File: config.mk
export PLATFORM = sky130hd
export DESIGN_NAME = twa_decode
export DESIGN_NICKNAME = d
export VERILOG_FILES = /design/src/design/twa_pkg.sv /design/src/design/twa_decode.sv
export SDC_FILE = /design/constraint.sdc
export NUM_CORES = 1
export LEC_CHECK = 0
export ABC_AREA = 1
export BUFFER_PORTS_ARGS = -buffer_cell sky130_fd_sc_hd__buf_2
export CELL_PAD_IN_SITES_DETAIL_PLACEMENT = 1
export CELL_PAD_IN_SITES_GLOBAL_PLACEMENT = 2
export CORE_MARGIN = 3
export CORE_UTILIZATION = 20
export DETAILED_ROUTE_END_ITERATION = 10
export PLACE_DENSITY_LB_ADDON = 0.12
export SYNTH_ARGS = -nofsm -noshare
export SYNTH_HDL_FRONTEND = slang
export SYNTH_SLANG_ARGS = --single-unit
File: constraint.sdc
create_clock -name vclk -period 1.8
set_input_delay 0 -clock vclk [all_inputs]
set_output_delay 0 -clock vclk [all_outputs]
set_load 0.01 [all_outputs]
File: src/design/twa_pkg.sv
// ----------------------------------------------------------------------------
// Typed word access package
// Element type codes, status codes, field kinds, state encoding and the
// decoded access record that passes between the decoder and the top level.
// ----------------------------------------------------------------------------
package twa_pkg;

  typedef enum logic [1:0] {
    TYPE_INT    = 2'd0,
    TYPE_MEDIUM = 2'd1,
    TYPE_CHAR   = 2'd2,
    TYPE_BOOL   = 2'd3
  } elem_type_t;

  localparam logic [2:0] STATUS_OK     = 3'd0;
  localparam logic [2:0] STATUS_SCOPE  = 3'd1;
  localparam logic [2:0] STATUS_BOUNDS = 3'd2;
  localparam logic [2:0] STATUS_WIDE   = 3'd3;
  localparam logic [2:0] STATUS_ADDR   = 3'd4;

  localparam int unsigned ADDR_W = 18;
  localparam int unsigned WIDX_W = ADDR_W - 2;

  typedef enum logic [1:0] {
    FIELD_32,
    FIELD_24,
    FIELD_8,
    FIELD_BIT
  } field_kind_t;

  typedef enum logic {
    ST_IDLE,
    ST_MODIFY
  } state_t;

  typedef struct packed {
    logic [2:0]        status;
    logic              is_write;
    logic [WIDX_W-1:0] widx;
    logic [4:0]        shift;
    field_kind_t       kind;
    logic [31:0]       wr_value;
  } access_t;

endpackage

File: src/design/twa_decode.sv
// ----------------------------------------------------------------------------
// Typed word access decoder
// Checks scope, bounds, value range and address of a request and works out
// the word index, bit shift and field kind of the element it touches.
// ----------------------------------------------------------------------------
module twa_decode #(
  parameter int MEM_WORDS = 256
) (
  input  logic               func,
  input  logic               is_array,
  input  logic               in_scope,
  input  logic [1:0]         elem_type,
  input  logic [9:0]         base_addr,
  input  logic [12:0]        elem_index,
  input  logic [13:0]        num_elements,
  input  logic signed [31:0] wr_value,
  output twa_pkg::access_t   acc
);

  logic                         bool_arr;
  logic [twa_pkg::ADDR_W-1:0]   elem_off;
  logic [twa_pkg::ADDR_W-1:0]   byte_addr;
  logic [1:0]                   off;
  logic                         misaligned;
  logic                         addr_bad;
  logic                         too_wide;
  logic [twa_pkg::WIDX_W-1:0]   widx;
  logic [4:0]                   shift;
  twa_pkg::field_kind_t         kind;
  logic [2:0]                   status;

  assign bool_arr = is_array && (elem_type == twa_pkg::TYPE_BOOL);

  always_comb begin
    elem_off = '0;
    if (is_array) begin
      if (elem_type inside {twa_pkg::TYPE_INT, twa_pkg::TYPE_MEDIUM}) begin
        elem_off = twa_pkg::ADDR_W'({elem_index, 2'b00});
      end else begin
        elem_off = twa_pkg::ADDR_W'(elem_index);
      end
    end
    if (bool_arr) begin
      byte_addr = twa_pkg::ADDR_W'(base_addr) + twa_pkg::ADDR_W'(elem_index[12:3]);
    end else begin
      byte_addr = twa_pkg::ADDR_W'(base_addr) + elem_off;
    end
  end

  assign off  = byte_addr[1:0];
  assign widx = byte_addr[twa_pkg::ADDR_W-1:2];

  always_comb begin
    misaligned = 1'b0;
    too_wide   = 1'b0;
    shift      = 5'd0;
    kind       = twa_pkg::FIELD_8;
    case (elem_type)
      twa_pkg::TYPE_INT: begin
        misaligned = (off != 2'd0);
        kind       = twa_pkg::FIELD_32;
      end
      twa_pkg::TYPE_MEDIUM: begin
        misaligned = off[1];
        too_wide   = !((wr_value[31:23] == '0) || (wr_value[31:23] == '1));
        shift      = {1'b0, ~off[0], 3'b000};
        kind       = twa_pkg::FIELD_24;
      end
      twa_pkg::TYPE_CHAR: begin
        too_wide = !((wr_value[31:7] == '0) || (wr_value[31:7] == '1));
        shift    = {~off, 3'b000};
      end
      twa_pkg::TYPE_BOOL: begin
        too_wide = !((wr_value == 32'sd0) || (wr_value == 32'sd1));
        if (bool_arr) begin
          shift = ~{off, elem_index[2:0]};
          kind  = twa_pkg::FIELD_BIT;
        end else begin
          shift = {~off, 3'b000};
        end
      end
      default: begin
        misaligned = 1'b1;
      end
    endcase
  end

  assign addr_bad = ({1'b0, widx} >= (twa_pkg::WIDX_W + 1)'(MEM_WORDS)) || misaligned;

  always_comb begin
    if (!in_scope) begin
      status = twa_pkg::STATUS_SCOPE;
    end else if (is_array && ({1'b0, elem_index} >= num_elements)) begin
      status = twa_pkg::STATUS_BOUNDS;
    end else if (func && too_wide) begin
      status = twa_pkg::STATUS_WIDE;
    end else if (addr_bad) begin
      status = twa_pkg::STATUS_ADDR;
    end else begin
      status = twa_pkg::STATUS_OK;
    end
  end

  always_comb begin
    acc.status   = status;
    acc.is_write = func;
    acc.widx     = widx;
    acc.shift    = shift;
    acc.kind     = kind;
    acc.wr_value = wr_value;
  end

endmodule
# Word-level counts from Yosys, hierarchy flattened
# Index checks and enable logic that the tools add are counted.
# W data, S select, Z words.
dict set report word_totals {
  inputBits 74
  out_inout_bits 59
  regBits 0
}
dict set report classes {
  n_mux 13
  eq_ne 6
  reduce_logical 16
  addsub 2
  bitwise_logic 3
  magnitude_cmp 2
}
# op count
set ops {}
lappend ops {{$eq A32 B2 Y1 const B} 1}
lappend ops {{$logic_not A32 Y1} 1}
lappend ops {{$mux W15} 2}
lappend ops {{$eq A25 B25 Y1 const B} 1}
lappend ops {{$logic_not A25 Y1} 1}
lappend ops {{$add A10 B18 Y18} 1}
lappend ops {{$mux W18} 1}
lappend ops {{$ge A16 B9 Y1 const B} 1}
lappend ops {{$pmux W5 S3} 1}
lappend ops {{$ge A13 B14 Y1} 1}
lappend ops {{$mux W3} 4}
lappend ops {{$add A10 B10 Y11} 1}
lappend ops {{$eq A9 B9 Y1 const B} 1}
lappend ops {{$logic_not A9 Y1} 1}
lappend ops {{$pmux W2 S3} 1}
lappend ops {{$mux W5} 1}
lappend ops {{$not A5 Y5} 1}
lappend ops {{$eq A2 B2 Y1 const B} 2}
lappend ops {{$logic_or A1 B1 Y1} 4}
lappend ops {{$reduce_bool A2 Y1} 2}
lappend ops {{$logic_and A1 B1 Y1} 3}
lappend ops {{$logic_not A1 Y1} 3}
lappend ops {{$pmux W1 S3} 1}
lappend ops {{$eq A2 B1 Y1 const B} 1}
lappend ops {{5 further kinds} 5}

# Logic depth before layout (Yosys ltp)
dict set report logic_depth {
  ltp_word 13
  depth_mapped 21
  mapped_depth_nobuf 20
}

# Worst setup path before layout
# OpenSTA, ideal clock, no wires.
dict set report synth_timing {
  path_type {input to output}
  startpoint {input port elem_type[1]}
  endpoint {output port acc[58] (netlist bit)}
  t_arrival_ns 1.837
  slack_ns -0.037
  path_stages 18
  path_cell_list {buf_6 -> nand2_2 -> nor2_1 -> ha_1 -> inv_1 -> fa_1 -> nor2_2 -> nor2_1 -> nor3_1 -> nand2_1 -> nand2_1 -> nand2_1 -> nand3_1 -> nand2_1 -> nor2_1 -> nand3_1 -> nand2_1 -> inv_1}
}
# element line_no
set synth_lines {}
lappend synth_lines {{start: declaration} twa_decode.sv:12} ;# input logic [1:0] elem_type,
lappend synth_lines {{end: declaration} twa_decode.sv:17} ;# output twa_pkg::access_t acc

==> impl_metrics.py <==
metrics = {
    "outcome": {
        "result_of_the_run": "finished, violations left",
        "failed_checks": "negative setup slack",
    },
    "detailed_routing": {
        "route.final.wire_length_um": 10800,
        "drt_iter0_markers": 79,
        "drc_errors": 0,
        "detailedRoute.firstPassIterationCount": 4,
        "wire_per_inst_um": 14.4,
        "vias_per_cell": 4.40,
        "detailroute.via_count": 3305,
        "number_of_antenna_violating_nets_in_the_routed_design": 0,
    },
    "die": {
        "core-area_mm2": 0.0117,
        "die_h_um": 116,
        "dieWidth_um": 116,
        "fp.dieArea_mm2": 0.0135,
        "initial_utilization": 0.208,
        "fp-row-count": 39,
        "io_pins": 133,
    },
    "layout": {
        "final_cell_area_mm2": 0.00402,
        "insertedDiodeCount": 0,
        "number_of_flip_flops_and_latches": 0,
        "final_nets": 719,
        "syn2layout_area_growth_pct": 65.2,
        "seqCellArea_um2": 0,
        "fillcell_total": 1548,
        "fin_cells": 751,
        "clock_buffers": 0,
        "drive_above_1_share": 0.492,
        "layout.core_utilization": 0.344,
    },
    "global_routing": {
        "first_global_vias": 3455,
        "grt_first_pass_wirelength_um": 16900,
        "overflow": 0,
        "number_of_antenna_violations_at_the_first_check_in_global_routing": 0,
        "grt_max_degree": 13,
        "grt.total_usage": 0.154,
    },
    "yosys": {
        "synthDistinctLibCells": 38,
        "syn-instance-count": 439,
        "netlist.area_leader.share": 0.170,
        "synthMostInstantiatedCell": "nand2_1",
        "synth_area_leaders": "ha_1, nand2_1, inv_1",
        "syn-mean-instance-area_um2": 5.54,
        "share_of_synthesized_area_occupied_by_flip_flops_and_latches": 0,
        "synth_area_leader_cell": "ha_1",
        "yosys_warnings": 0,
        "synth.cells.most_frequent": "nand2_1, inv_1, nor2_1",
        "netlist_area_mm2": 0.00243,
    },
    "timing": {
        "final_min_period_over_clock_period": 1.20,
        "worst_slew_pin_slew_ns": 0.555,
        "whs_ns": 0.00000445,
        "slew_violations": 0,
        "max_slew_margin": 0.626,
        "max_freq_mhz": 461,
        "layout_setup_ws_ns": -0.369,
        "report.final.setup_viol": 12,
        "rsz0062_at_grt": "true",
        "totalNegativeSetupSlack_ns": -2.36,
        "finalHoldViolCount": 0,
        "final.min_clock_period_ns": 2.17,
    },
    "placement": {
        "routabilityCongestion": 0.792,
        "placement.io_buffers": 129,
        "dp_hpwl_um": 9490,
        "place_ws_ns": -0.449,
        "dpl.cell_count": 731,
        "post_dp_cell_area_mm2": 0.00341,
    },
    "worst_hold_path": {
        "hp-start": "wr_value[0]",
        "holdCritPathClass": "in -> out",
    },
    "setup_path": {
        "crit_arrival_ns": 2.17,
        "cp-start-kind": "input port",
        "timing.critical_path.from": "elem_type[1]",
        "timing.critical_path.required_ns": 1.80,
        "critical_path.max_fanout": 5,
        "criticalPathCategory": "in -> out",
        "endpoint_kind": "output port",
    },
    "power_and_ir_drop": {
        "cellPowerDensity_mw_per_mm2": 303,
        "power_mw": 1.22,
        "cellLeakagePower_nw": 2.27,
        "power.ir.vdd_worst_mv": 0.115,
    },
    "clock_tree": {
        "post_cts_hold_buffer_count": 0,
    },
    "run": {
        "drv_cap": 0,
    },
}
==> routing by layer <==
| layer | routed length, µm | part of all wire | vias to the layer above | track usage |
|---|---|---|---|---|
| li1 | - | - | 1728 | - |
| met1 | 5310 | 0.49 | 1507 | 0.220 |
| met2 | 5170 | 0.48 | 70 | 0.277 |
| met3 | 321 | 0.030 | 0 | 0.00155 |
| met4 | 0 | 0 | 0 | 0 |
| met5 | 0 | 0 | - | 0 |
==> what timing repair did <==
action / CTS / global route
pin swaps: 24 / 44
setup endpoints to repair: 12 / 13
gates resized for setup: 57 / 61
cloned: 1 / 0
buffers inserted: 11 / 10
==> cells by family after synthesis <==
family | Yosys count | share of synthesized area
compound gates | 58 | 0.133
fa+ha+maj | 35 | 0.186
mux | 1 | 0.00412
buf+inv | 119 | 0.248
simple gates | 219 | 0.406
xor+xnor | 6 | 0.0216
other cells | 1 | 0.00154
==> final cells by class <==
type | instances | area [µm²] | share of cell area
multi-input combinational | 321 | 2200 | 0.548
timing repair buffer | 208 | 1330 | 0.330
tap | 143 | 179 | 0.0445
inverter | 78 | 303 | 0.0754
timing repair inverter | 1 | 7.51 | 0.00187
==> placed cells by master, fill, tap and decap left out, drive strengths merged, types with 2 or more instances in the layout <==
| cell type | count |
|---|---|
| nor3 | 8 |
| fa | 2 |
| nand2 | 112 |
| inv | 78 |
| xnor2 | 5 |
| nor2 | 41 |
| a31oi | 2 |
| a21o | 2 |
| nor4 | 5 |
| nand3b | 2 |
| o22ai | 8 |
| conb | 2 |
| or2 | 3 |
| o21ai | 16 |
| a21oi | 25 |
| nand4 | 8 |
| ha | 33 |
| buf | 208 |
| nand3 | 38 |
==> critical path: stages <==
cell     delay [ns]
buf_12         0.11
nor2_4         0.19
inv_4          0.10
o22ai_2        0.14
ha_1           0.30
buf_6          0.15
nand2_4        0.06
nand2_2        0.05
a21oi_2        0.15
nand2_2        0.11
nand3_2        0.10
nand3_1        0.09
nand3_2        0.09
nand2_1        0.07
nor2_1         0.11
nand3_1        0.10
nand2_1        0.09
inv_1          0.04
buf_2          0.13
==> report_power, final <==
group	switching [mW]	internal, mW	total [mW]
clock	0	0	0
sequential	0	0	0
combinational	0.647	0.568	1.22
total	0.647	0.568	1.22
==> worst paths after layout <==
kind	end	cells past startpoint	slack [ns]
hold / removal	acc[0]	0	0.000004
setup / recovery	acc[58]	19	-0.37
No activity file was read; power rests on OpenSTA's default activity.
